==> config.mk <==
export PLATFORM = sky130hd
export DESIGN_NAME = capt_ctrl
export DESIGN_NICKNAME = d
export VERILOG_FILES = /design/src/rtl/capt_pkg.sv /design/src/rtl/capt_ctrl.sv
export SDC_FILE = /design/constraint.sdc
export NUM_CORES = 1
export LEC_CHECK = 0
export ABC_CLOCK_PERIOD_IN_PS = 1700
export BUFFER_PORTS_ARGS = -buffer_cell sky130_fd_sc_hd__buf_2
export CAP_MARGIN = 20
export CORE_MARGIN = 4
export CORE_UTILIZATION = 50
export CTS_CLUSTER_DIAMETER = 100
export DETAILED_ROUTE_END_ITERATION = 8
export PLACE_DENSITY_LB_ADDON = 0.15
export REMOVE_ABC_BUFFERS = 1
export SYNTH_ARGS = -nofsm -noshare
export SYNTH_HDL_FRONTEND = slang
export SYNTH_SLANG_ARGS = --single-unit
==> constraint.sdc <==
create_clock -name clk -period 1.7 [get_ports clk]
set_clock_uncertainty 0.05 [all_clocks]
set_input_delay 0.17 -clock clk [delete_from_list [all_inputs] [get_ports clk]]
set_output_delay 0.17 -clock clk [all_outputs]
set_load 0.02 [all_outputs]
==> src/rtl/capt_pkg.sv <==
// Package: types, sizes, codes and operations of the call arc profile table.
package capt_pkg;

  localparam int CALLER_ENTRIES = 1024;
  localparam int ARC_ENTRIES    = 4096;
  localparam int HASH_BITS      = 16;
  localparam int BUCKETS        = 1 << HASH_BITS;

  localparam int CIDX_W = $clog2(CALLER_ENTRIES);
  localparam int AIDX_W = $clog2(ARC_ENTRIES);
  localparam int CUSE_W = $clog2(CALLER_ENTRIES + 1);
  localparam int AUSE_W = $clog2(ARC_ENTRIES + 1);
  localparam int CAP_W  = 17;

  localparam int CFG_IDX_W  = 2;
  localparam int CFG_DATA_W = 13;

  localparam logic [CFG_IDX_W-1:0] REG_ENABLE       = 2'd0;
  localparam logic [CFG_IDX_W-1:0] REG_CALLER_LIMIT = 2'd1;
  localparam logic [CFG_IDX_W-1:0] REG_ARC_LIMIT    = 2'd2;

  localparam logic [1:0] ST_RECORDED = 2'd0;
  localparam logic [1:0] ST_SKIPPED  = 2'd1;
  localparam logic [1:0] ST_CFULL    = 2'd2;
  localparam logic [1:0] ST_AFULL    = 2'd3;

  typedef struct packed {
    logic [63:0] return_addr;
    logic [63:0] callee_pc;
    logic [63:0] cycles;
    logic [11:0] parent_arc;
    logic        thread_on;
  } in_item_t;

  typedef struct packed {
    logic [11:0] arc_handle;
    logic [31:0] arc_hits;
    logic [63:0] parent_time;
    logic [1:0]  status;
    logic [31:0] calls_seen;
  } out_item_t;

  typedef enum logic [4:0] {
    OP_NONE, OP_CLEAR, OP_LOAD, OP_SKIP, OP_HELD, OP_PRD, OP_PWR,
    OP_CRD, OP_CNEXT, OP_CHIT, OP_CMTF1, OP_CMTF2, OP_CALLOC, OP_CFULL,
    OP_AHEAD, OP_ARD, OP_ANEXT, OP_AMTF1, OP_AMTF2, OP_AALLOC, OP_AFULL,
    OP_TRD, OP_TWR, OP_FIN, OP_EMIT
  } dp_op_t;

  typedef enum logic [4:0] {
    S_CLEAR, S_IDLE, S_START, S_PWR, S_CWALK, S_CCMP, S_CMTF1, S_CMTF2,
    S_CALLOC, S_AHEAD, S_AWALK, S_ACMP, S_AMTF2, S_AALLOC, S_TRD, S_TWR,
    S_FIN, S_OUT
  } ctl_state_t;

  typedef struct packed {
    dp_op_t op;
  } dp_cmd_t;

  typedef struct packed {
    logic clear_last;
    logic skip;
    logic held;
    logic ci_zero;
    logic ckey_hit;
    logic prev_zero;
    logic calloc_ok;
    logic nx_zero;
    logic akey_hit;
    logic pv_zero;
    logic aalloc_ok;
    logic out_free;
  } dp_stat_t;

endpackage

==> src/rtl/capt_ctrl.sv <==
// Controller: sequences one call item through lookup, update and output.
module capt_ctrl (
  input  logic              clk,
  input  logic              rst_n,
  input  logic              in_valid,
  output logic              in_ready,
  input  capt_pkg::dp_stat_t stat,
  output capt_pkg::dp_cmd_t  cmd
);
  import capt_pkg::*;

  ctl_state_t state_r, state_nxt;

  always_ff @(posedge clk) begin
    if (!rst_n) begin
      state_r <= S_CLEAR;
    end else begin
      state_r <= state_nxt;
    end
  end

  always_comb begin
    state_nxt = state_r;
    cmd.op    = OP_NONE;
    in_ready  = 1'b0;
    unique case (state_r)
      S_CLEAR: begin
        cmd.op = OP_CLEAR;
        if (stat.clear_last) state_nxt = S_IDLE;
      end
      S_IDLE: begin
        in_ready = 1'b1;
        if (in_valid) begin
          cmd.op    = OP_LOAD;
          state_nxt = S_START;
        end
      end
      S_START: begin
        priority if (stat.skip) begin
          cmd.op    = OP_SKIP;
          state_nxt = S_OUT;
        end else if (stat.held) begin
          cmd.op    = OP_HELD;
          state_nxt = S_OUT;
        end else begin
          cmd.op    = OP_PRD;
          state_nxt = S_PWR;
        end
      end
      S_PWR: begin
        cmd.op    = OP_PWR;
        state_nxt = S_CWALK;
      end
      S_CWALK: begin
        if (stat.ci_zero) begin
          state_nxt = S_CALLOC;
        end else begin
          cmd.op    = OP_CRD;
          state_nxt = S_CCMP;
        end
      end
      S_CCMP: begin
        if (stat.ckey_hit) begin
          cmd.op    = OP_CHIT;
          state_nxt = stat.prev_zero ? S_AHEAD : S_CMTF1;
        end else begin
          cmd.op    = OP_CNEXT;
          state_nxt = S_CWALK;
        end
      end
      S_CMTF1: begin
        cmd.op    = OP_CMTF1;
        state_nxt = S_CMTF2;
      end
      S_CMTF2: begin
        cmd.op    = OP_CMTF2;
        state_nxt = S_AHEAD;
      end
      S_CALLOC: begin
        if (stat.calloc_ok) begin
          cmd.op    = OP_CALLOC;
          state_nxt = S_AHEAD;
        end else begin
          cmd.op    = OP_CFULL;
          state_nxt = S_FIN;
        end
      end
      S_AHEAD: begin
        cmd.op    = OP_AHEAD;
        state_nxt = S_AWALK;
      end
      S_AWALK: begin
        if (stat.nx_zero) begin
          state_nxt = S_AALLOC;
        end else begin
          cmd.op    = OP_ARD;
          state_nxt = S_ACMP;
        end
      end
      S_ACMP: begin
        priority if (stat.akey_hit && stat.pv_zero) begin
          state_nxt = S_TRD;
        end else if (stat.akey_hit) begin
          cmd.op    = OP_AMTF1;
          state_nxt = S_AMTF2;
        end else begin
          cmd.op    = OP_ANEXT;
          state_nxt = S_AWALK;
        end
      end
      S_AMTF2: begin
        cmd.op    = OP_AMTF2;
        state_nxt = S_TRD;
      end
      S_AALLOC: begin
        cmd.op    = stat.aalloc_ok ? OP_AALLOC : OP_AFULL;
        state_nxt = S_FIN;
      end
      S_TRD: begin
        cmd.op    = OP_TRD;
        state_nxt = S_TWR;
      end
      S_TWR: begin
        cmd.op    = OP_TWR;
        state_nxt = S_FIN;
      end
      S_FIN: begin
        cmd.op    = OP_FIN;
        state_nxt = S_OUT;
      end
      S_OUT: begin
        if (stat.out_free) begin
          cmd.op    = OP_EMIT;
          state_nxt = S_IDLE;
        end
      end
      default: state_nxt = S_IDLE;
    endcase
  end

endmodule

==> results of run 1 <==
## where the power goes
group	internal, W	leakage (nW)	switching (W)
Combinational	0.000646	0.447	0.000810
Sequential	0.000153	0.0416	0.0000330
Clock	0.0000894	0.0150	0.0000591
Total	0.000889	0.504	0.000902
## worst max path at each step
stage                     slack (ns)     end  startpoint
after CTS                      -0.25  cmd[3]  state_r[4]
after floorplan                -0.35  cmd[1]  state_r[0]
final                          -0.28  cmd[0]  state_r[2]
after global routing           -0.33  cmd[3]  state_r[2]
after global placement         -0.02  cmd[0]  state_r[1]
after detailed placement       -0.02  cmd[0]  state_r[1]
## routing by layer
metal  GRT usage  vias to the layer above
met5           0                        -
met4     0.07386                        0
met3     0.05078                       23
met2      0.4341                      121
met1      0.3922                      538
li1            -                      501
## area by class of cell
| cell class | count | share of cell area |
|---|---|---|
| Clock buffer | 4 | 0.02185 |
| Inverter | 4 | 0.01249 |
| Tap cell | 15 | 0.01561 |
| Timing Repair Buffer | 44 | 0.2924 |
| Multi-Input combinational cell | 92 | 0.5723 |
| Sequential cell | 5 | 0.08533 |
## cells in the final DEF, fill, tap and decap left out, types with 3 or more instances in the layout
cell type,netlist,routed
inv_1,3,3
o22ai_1,4,3
buf_6,0,5
nor3_4,0,4
a31oi_1,3,3
nand2_1,9,8
clkbuf_4,0,3
buf_2,4,14
nand2b_1,4,4
o21ai_0,4,4
nor2b_1,4,4
buf_4,1,22
a221oi_1,3,3
nand4_1,3,3
dfxtp_1,5,3
a21oi_1,9,7
nor2_1,6,6
## metrics by stage
step                      area (um2)  setup TNS (ns)  hold slack [ns]  cells
after global routing            1202          -1.380           0.1599    164
after floorplan                693.2          -1.098           0.2479    101
after CTS                       1076         -0.9120           0.1527    160
after detailed placement       959.7        -0.02225           0.4046    154
final                           1202          -1.114           0.1480    164
after global placement         959.7        -0.02164           0.4122    154
## worst max-delay path, stage by stage, from the launching register on
cell and delay, ns:
dfxtp_2 0.33, or3b_1 0.37, or3_4 0.41, a21boi_4 0.15, nand4_1 0.10, buf_4 0.14
## what timing repair did
| action | in CTS | in global routing |
|---|---|---|
| endpoints found under the setup margin | 6 | 8 |
| buffers inserted | 2 | 6 |
| resized for setup | 19 | 21 |
| pin swaps | 0 | 12 |
| gates cloned | 0 | 1 |
## cell families (layout without fill, tap and decap cells)
logic type | after synthesis | after routing | share of synthesized area
flip-flops | 5 | 5 | 0.1347
buffers and inverters | 15 | 52 | 0.08754
AND/OR/NAND/NOR | 47 | 47 | 0.3535
AO/OA/AOI/OAI | 43 | 43 | 0.3973
XOR/XNOR | 1 | 1 | 0.01179
multiplexers | 1 | 1 | 0.01515
==> results.yml, run 1 <==
outcome:
  outcome: "finished, violations left"
  failed_checks: "setup timing"
synthesis:
  syn_area_per_cell_um2: 6.636
  synth_top_cell_area_share: 0.1347
  ys_async_sr_fraction: 0
  netlist_top_cells_count: "a21oi_1, nand2_1, nor2_1, nor3_1"
  syn_inst: 112
  yosysTopAreaCell: "dfxtp_1"
  seq_area_frac_synth: 0.1347
  synthTopCellsByArea: "dfxtp_1, a21oi_1, nand2_1"
  synth_edf_count: 0
  syn-cell-area_um2: 743.2
  synth-seq-cells: 5
  ys_warn_count: 0
  synthFlopType: "dfxtp_1"
  synthDistinctLibCells: 46
clock_network:
  cts_sinks: 5
  cts-root-buf: "clkbuf_4"
  cts_tree: "yes"
  ctsHoldBuffers: 0
  cts_buffers: 3
  insertion_delay_ns: 0.26
  clkTransAtPathRegs_ns: 0.05
  clock_path_buffers: 2
  h-tree-depth: 1
grt:
  grt_max_degree: 20
  track_usage: 0.2802
  grt_pass1_vias: 936
  gr-total-overflow: 0
  antenna_found_initial: 0
  grt_pass1_wl_um: 4367
worst_setup_path:
  crit_required_ns: 1.48
  cp_max_fo: 3
  r2r_cells: 8
  endpoint_kind: "primary output"
  cp.arrival_ns: 1.76
  rr_startpoint: "state_r[2]"
  rrSetupSlack_ns: -0.01
  startpoint_type: "flop"
  critPathKind: "flop to primary output"
  r2r_end: "state_r[2]"
detailed_routing:
  num_vias: 1183
  drt_pre_antenna_iters: 6
  wl_met3_um: 448
  drt-met1-wl_um: 1248
  initialDrtViolationCount: 93
  drtAntennaViolNets: 0
  met2_length_um: 1499
  routedWlPerCell_um: 20.28
  drt-total-wl_um: 3326
  routed_via_density: 7.213
  drc: 0
  top_layer: "met4"
layout:
  multi_input_area_um2: 688.2
  areaGrowthSynthToFinish_pct: 61.78
  fillCellCount: 60
  largest_reg_flops: 5
  top_register: "state_r"
  seq_area_um2: 102.6
  diodes: 0
  drive_above_1_share: 0.4631
  fin_util: 0.8906
  top_regs: "state_r x5"
  fin_nets: 165
floorplanning:
  fp.dieW_um: 46.56
  die_area_um2: 2167
  core-area_um2: 1350
  pin_count: 21
  num_rows: 13
  start_util: 0.5505
  dieHeight_um: 46.56
place:
  port_buffers: 20
  place.gp.congestion: 0.9221
  post-dp-hpwl_um: 1851
  pre_cts_slack_ns: -0.02225
pwr:
  p_total_w: 0.001790
  power.density_nw_per_um2: 1489
  vdd_drop_max_mv: 0.9872
  leakage_nw: 0.5035
hold_path:
  worstHoldStart: "rst_n"
  min_to: "state_r[2]"
  hold_class: "input port to flop"
  whs_path_depth: 2
timing:
  fmax_ghz: 0.5053
  setup_viol: 6
  worst_slack_ns: -0.2789
  slew-limit-headroom: 0.7559
  period_needed_ns: 1.979
  worst_pin_slew_ns: 0.3623
  fin_crit_sh: 1.164
  hold_violations: 0
  rsz0062_at_grt: "true"
  finalMaxSlewViolations: 0
flow_run:
  maxCapViolCount: 0
(Power assumes the default switching activity.)
==> inputs of run 2 (changes only) <==
- CELL_PAD_IN_SITES_DETAIL_PLACEMENT: unset -> 1
- CELL_PAD_IN_SITES_GLOBAL_PLACEMENT: unset -> 1
- CORE_UTILIZATION: 50 -> 35
- SKIP_CTS_REPAIR_TIMING: unset -> 1
==> run 2 against run 1 <==
  * The run still ends with setup timing left
  * Fmax is 0.85% higher
  * Final area is 2.9% lower
  * Worst hold slack worse by 0.0013 ns
  * Largest cell class unchanged
  * Register-to-register slack worse by 0.07 ns
  * Largest power group unchanged
==> results.yml, run 2 (synthesized netlist as in run 1, its figures left out) <==
floorplanning:
  start_util: 0.3750
  fp.dieW_um: 54.08
  core-area_um2: 1982
  pin_count: 21
  num_rows: 16
  die_area_um2: 2925
  dieHeight_um: 54.08
detailed_routing:
  routedWlPerCell_um: 17.92
  drt_pre_antenna_iters: 4
  drc: 0
  num_vias: 1070
  drt-total-wl_um: 3243
  initialDrtViolationCount: 25
  drtAntennaViolNets: 0
  routed_via_density: 5.912
layout:
  final_common_cell: "buf_4"
  top_register: "state_r"
  drive_above_1_share: 0.4545
  largest_reg_flops: 5
  areaGrowthSynthToFinish_pct: 57.07
  top_regs: "state_r x5"
  fin_cells: 181
  fin_nets: 170
  final_area_um2: 1167
  diodes: 0
  mostFrequentLayoutCells: "buf_4, buf_2, a21oi_1, nand2_1, nor2_1"
worst_setup_path:
  startpoint: "state_r[4]"
  crit_required_ns: 1.48
  startpoint_type: "flop"
  endpoint_kind: "primary output"
  r2r_end: "state_r[0]"
  rrSetupSlack_ns: -0.08
  critPathKind: "flop to primary output"
  cp.arrival_ns: 1.74
  crit_end: "cmd[0]"
  cp_max_fo: 3
  rr_startpoint: "state_r[4]"
  r2r_cells: 6
grt:
  grt_pass1_vias: 1063
  grt_pass1_wl_um: 4947
  grt_max_degree: 14
  gr-total-overflow: 0
  antenna_found_initial: 0
  track_usage: 0.2311
place:
  dp.cells: 171
  pre_cts_slack_ns: -0.03233
  place.gp.congestion: 0.8888
  placed_cell_area_um2: 1012
  port_buffers: 20
  post-dp-hpwl_um: 2328
timing:
  fin_crit_sh: 1.154
  hold_violations: 0
  worst_pin_slew_ns: 0.3671
  worst_slack_ns: -0.2622
  rsz0062_at_grt: "true"
  tns_ns: -1.191
  slew-limit-headroom: 0.7527
  setup_viol: 7
  fmax_ghz: 0.5096
  period_needed_ns: 1.962
  finalMaxSlewViolations: 0
flow_run:
  maxCapViolCount: 0
pwr:
  vdd_drop_max_mv: 0.9060
  p_total_w: 0.001677
  power.density_nw_per_um2: 1436
  leakage_nw: 0.5244
clock_network:
  clock_path_buffers: 2
  h-tree-depth: 1
  cts_tree: "yes"
  cts_buffers: 3
  insertion_delay_ns: 0.25
  cts-root-buf: "clkbuf_4"
  clkTransAtPathRegs_ns: 0.04
  cts_sinks: 5
outcome:
  outcome: "finished, violations left"
  failed_checks: "setup timing"
hold_path:
  hold_class: "input port to flop"
==> run 2: final cells by class <==
class                   count  area (um2)
fillers                   272       814.5
multi-input cells          92       629.4
repair buffers             49       354.1
flip-flops and latches      5       108.9
well taps                  27       33.78
clock buffers               4       26.28
inverters                   4       15.01
==> run 2: layer usage <==
| layer | wire (um) | global-route usage | part of all wire | vias up |
|---|---|---|---|---|
| met5 | 0 | 0 | 0 | - |
| met4 | 36 | 0.03734 | 0.011 | 0 |
| met3 | 149 | 0.04155 | 0.046 | 4 |
| met2 | 1638 | 0.4012 | 0.51 | 34 |
| met1 | 1419 | 0.2995 | 0.44 | 522 |
| li1 | - | - | - | 510 |
==> run 2: per-stage QoR <==
stage	util	hold slack [ns]
after global routing	0.5890	0.1350
after floorplan	-	0.2479
after CTS	0.5240	0.1566
after global placement	0.5107	0.4145
final	0.5890	0.1467
after detailed placement	0.5107	0.4086
==> run 2: worst min path at each step <==
stage	slack, ns	depth (start not counted)	endpoint	from
floorplan	0.25	1	state_r[2]	rst_n
global placement	0.41	2	state_r[4]	rst_n
detailed placement	0.41	2	state_r[4]	rst_n
CTS	0.16	2	state_r[4]	rst_n
global route	0.14	2	state_r[4]	rst_n
finish	0.15	2	state_r[4]	rst_n
==> run 2: where the power goes <==
| part | internal, W | switching (W) |
|---|---|---|
| registers | 0.000161 | 0.0000516 |
| clock network | 0.0000889 | 0.0000513 |
| logic | 0.000614 | 0.000710 |
==> run 2: critical path: stages (launching register included) <==
cell	delay [ns]
dfxtp_2	0.32
or3b_4	0.39
or3_4	0.40
a21boi_4	0.15
nand4_1	0.10
buf_4	0.14
==> inputs of run 3 (changes only) <==
- HOLD_SLACK_MARGIN: unset -> 0.02
- MAX_ROUTING_LAYER: unset -> met4
- REMOVE_ABC_BUFFERS: 1 -> unset
==> run 3 against run 2 <==
  * The flow still finishes with violations (setup timing)
  * Worst setup slack lost 0.013 ns
  * Sequential power shrank 6%
  * Power grew 11%
  * Largest cell class unchanged
  * Non-clock buffer count shrank 1
==> results.yml, run 3 (synthesized netlist as in run 1, its figures left out) <==
detailed_routing:
  initialDrtViolationCount: 25
  drt_pre_antenna_iters: 4
  drt-total-wl_um: 3888
  routedWlPerCell_um: 21.60
  drc: 0
  drtAntennaViolNets: 0
  routed_via_density: 6.217
  num_vias: 1119
layout:
  diodes: 0
  fillCellCount: 252
  mostFrequentLayoutCells: "buf_4, buf_2, nand2_1"
  seq_area_um2: 103.9
  top_register: "state_r"
  fin_nets: 169
  multi_input_area_um2: 659.4
  fin_util: 0.6086
  final_common_cell: "buf_4"
  areaGrowthSynthToFinish_pct: 62.29
  largest_reg_flops: 5
  top_regs: "state_r x5"
  drive_above_1_share: 0.4771
grt:
  grt_pass1_vias: 1015
  grt_pass1_wl_um: 5133
  gr-total-overflow: 0
  track_usage: 0.2554
  grt_max_degree: 16
  antenna_found_initial: 0
timing:
  setup_viol: 5
  rsz0062_at_grt: "true"
  hold_violations: 0
  worst_slack_ns: -0.2751
  tns_ns: -1.174
  period_needed_ns: 1.975
  fin_crit_sh: 1.162
  worst_pin_slew_ns: 0.4345
  fmax_ghz: 0.5063
  slew-limit-headroom: 0.7073
  finalMaxSlewViolations: 0
worst_setup_path:
  cp_max_fo: 3
  crit_chain: "or3b_4 > or3_4 > a21boi_4 > nand4_1 > buf_6"
  cp_slowest_cell: "or3b_4"
  rr_startpoint: "state_r[1]"
  crit_required_ns: 1.48
  endpoint_kind: "primary output"
  critPathKind: "flop to primary output"
  startpoint: "state_r[4]"
  cp.arrival_ns: 1.76
  cpPeakStageDelay_ns: 0.40
  startpoint_type: "flop"
clock_network:
  cts_tree: "yes"
  cts_sinks: 5
  clkTransAtPathRegs_ns: 0.05
  clock_path_buffers: 2
  cts_buffers: 3
  h-tree-depth: 1
  insertion_delay_ns: 0.26
  cts-root-buf: "clkbuf_4"
pwr:
  power.density_nw_per_um2: 1547
  p_switching_w: 0.0009255
  p_int_w: 0.0009399
  vdd_drop_max_mv: 0.8016
  clockPowerShare: 0.084
  p_sw_frac: 0.4961
  power_frac_comb: 0.809
  leakage_nw: 0.5261
  seq_power_share: 0.106
floorplanning:
  fp.dieW_um: 54.08
  core-area_um2: 1982
  die_area_um2: 2925
  dieHeight_um: 54.08
  num_rows: 16
  start_util: 0.3750
  pin_count: 21
place:
  post-dp-hpwl_um: 2547
  port_buffers: 20
  place.gp.congestion: 0.9005
hold_path:
  hold_class: "input port to flop"
  worstHoldStart: "rst_n"
flow_run:
  maxCapViolCount: 0
outcome:
  failed_checks: "setup timing"
  outcome: "finished, violations left"
synthesis:
  syn_nets: 127
==> run 3: worst max-delay path, delay by kind of cell, from the launching register on <==
family,cells,cell delay (ns)
simple gates,3,0.90
flops,1,0.32
compound gates,1,0.15
buf+inv,1,0.13
==> run 3: final cells by class <==
| class | count | area share |
|---|---|---|
| clock buffers | 4 | 0.02178 |
| inverters | 4 | 0.01245 |
| multi-input cells | 92 | 0.5467 |
| flip-flops and latches | 5 | 0.08610 |
| well taps | 27 | 0.02801 |
| repair buffers | 48 | 0.3050 |
==> run 3: worst paths after layout <==
kind                            cells past startpoint          to  slack (ns)
worst max-delay path                                5      cmd[0]       -0.28
worst min-delay path                                2  state_r[4]        0.14
worst max register to register                      8  state_r[1]        0.05
worst min register to register                      3  state_r[0]        0.67
==> run 3: metrics by stage <==
stage                     cell area [um2]  total power (W)  worst slack (ns)  hold WS [ns]  cells
after floorplan                     768.2        0.0009287          -0.03068        0.2479    112
after global placement               1033         0.001376         -0.002619        0.4133    171
after detailed placement             1033         0.001396          -0.05526        0.4199    171
after CTS                            1060         0.001563           -0.3368        0.1456    175
after global routing                 1206         0.001975           -0.3401        0.1422    180
final                                1206         0.001865           -0.2751        0.1406    180
==> run 3: per-layer routing <==
| metal | wire length (um) | global-route usage | vias to the layer above |
|---|---|---|---|
| met5 | 0 | - | - |
| met4 | 112 | 0.03734 | 0 |
| met3 | 215 | 0.04155 | 12 |
| met2 | 1978 | 0.4476 | 48 |
| met1 | 1581 | 0.3116 | 549 |
| li1 | - | - | 510 |
==> run 3: power by group through the flow <==
stage / clock [W] / combinational, W / sequential (W)
3_5_place_dp: 0 / 0.00120 / 0.000194
6_report: 0.000157 / 0.00151 / 0.000199
2_1_floorplan: 0 / 0.000763 / 0.000166
4_1_cts: 0.000155 / 0.00121 / 0.000193
3_3_place_gp: 0 / 0.00119 / 0.000189
5_1_grt: 0.000163 / 0.00161 / 0.000205
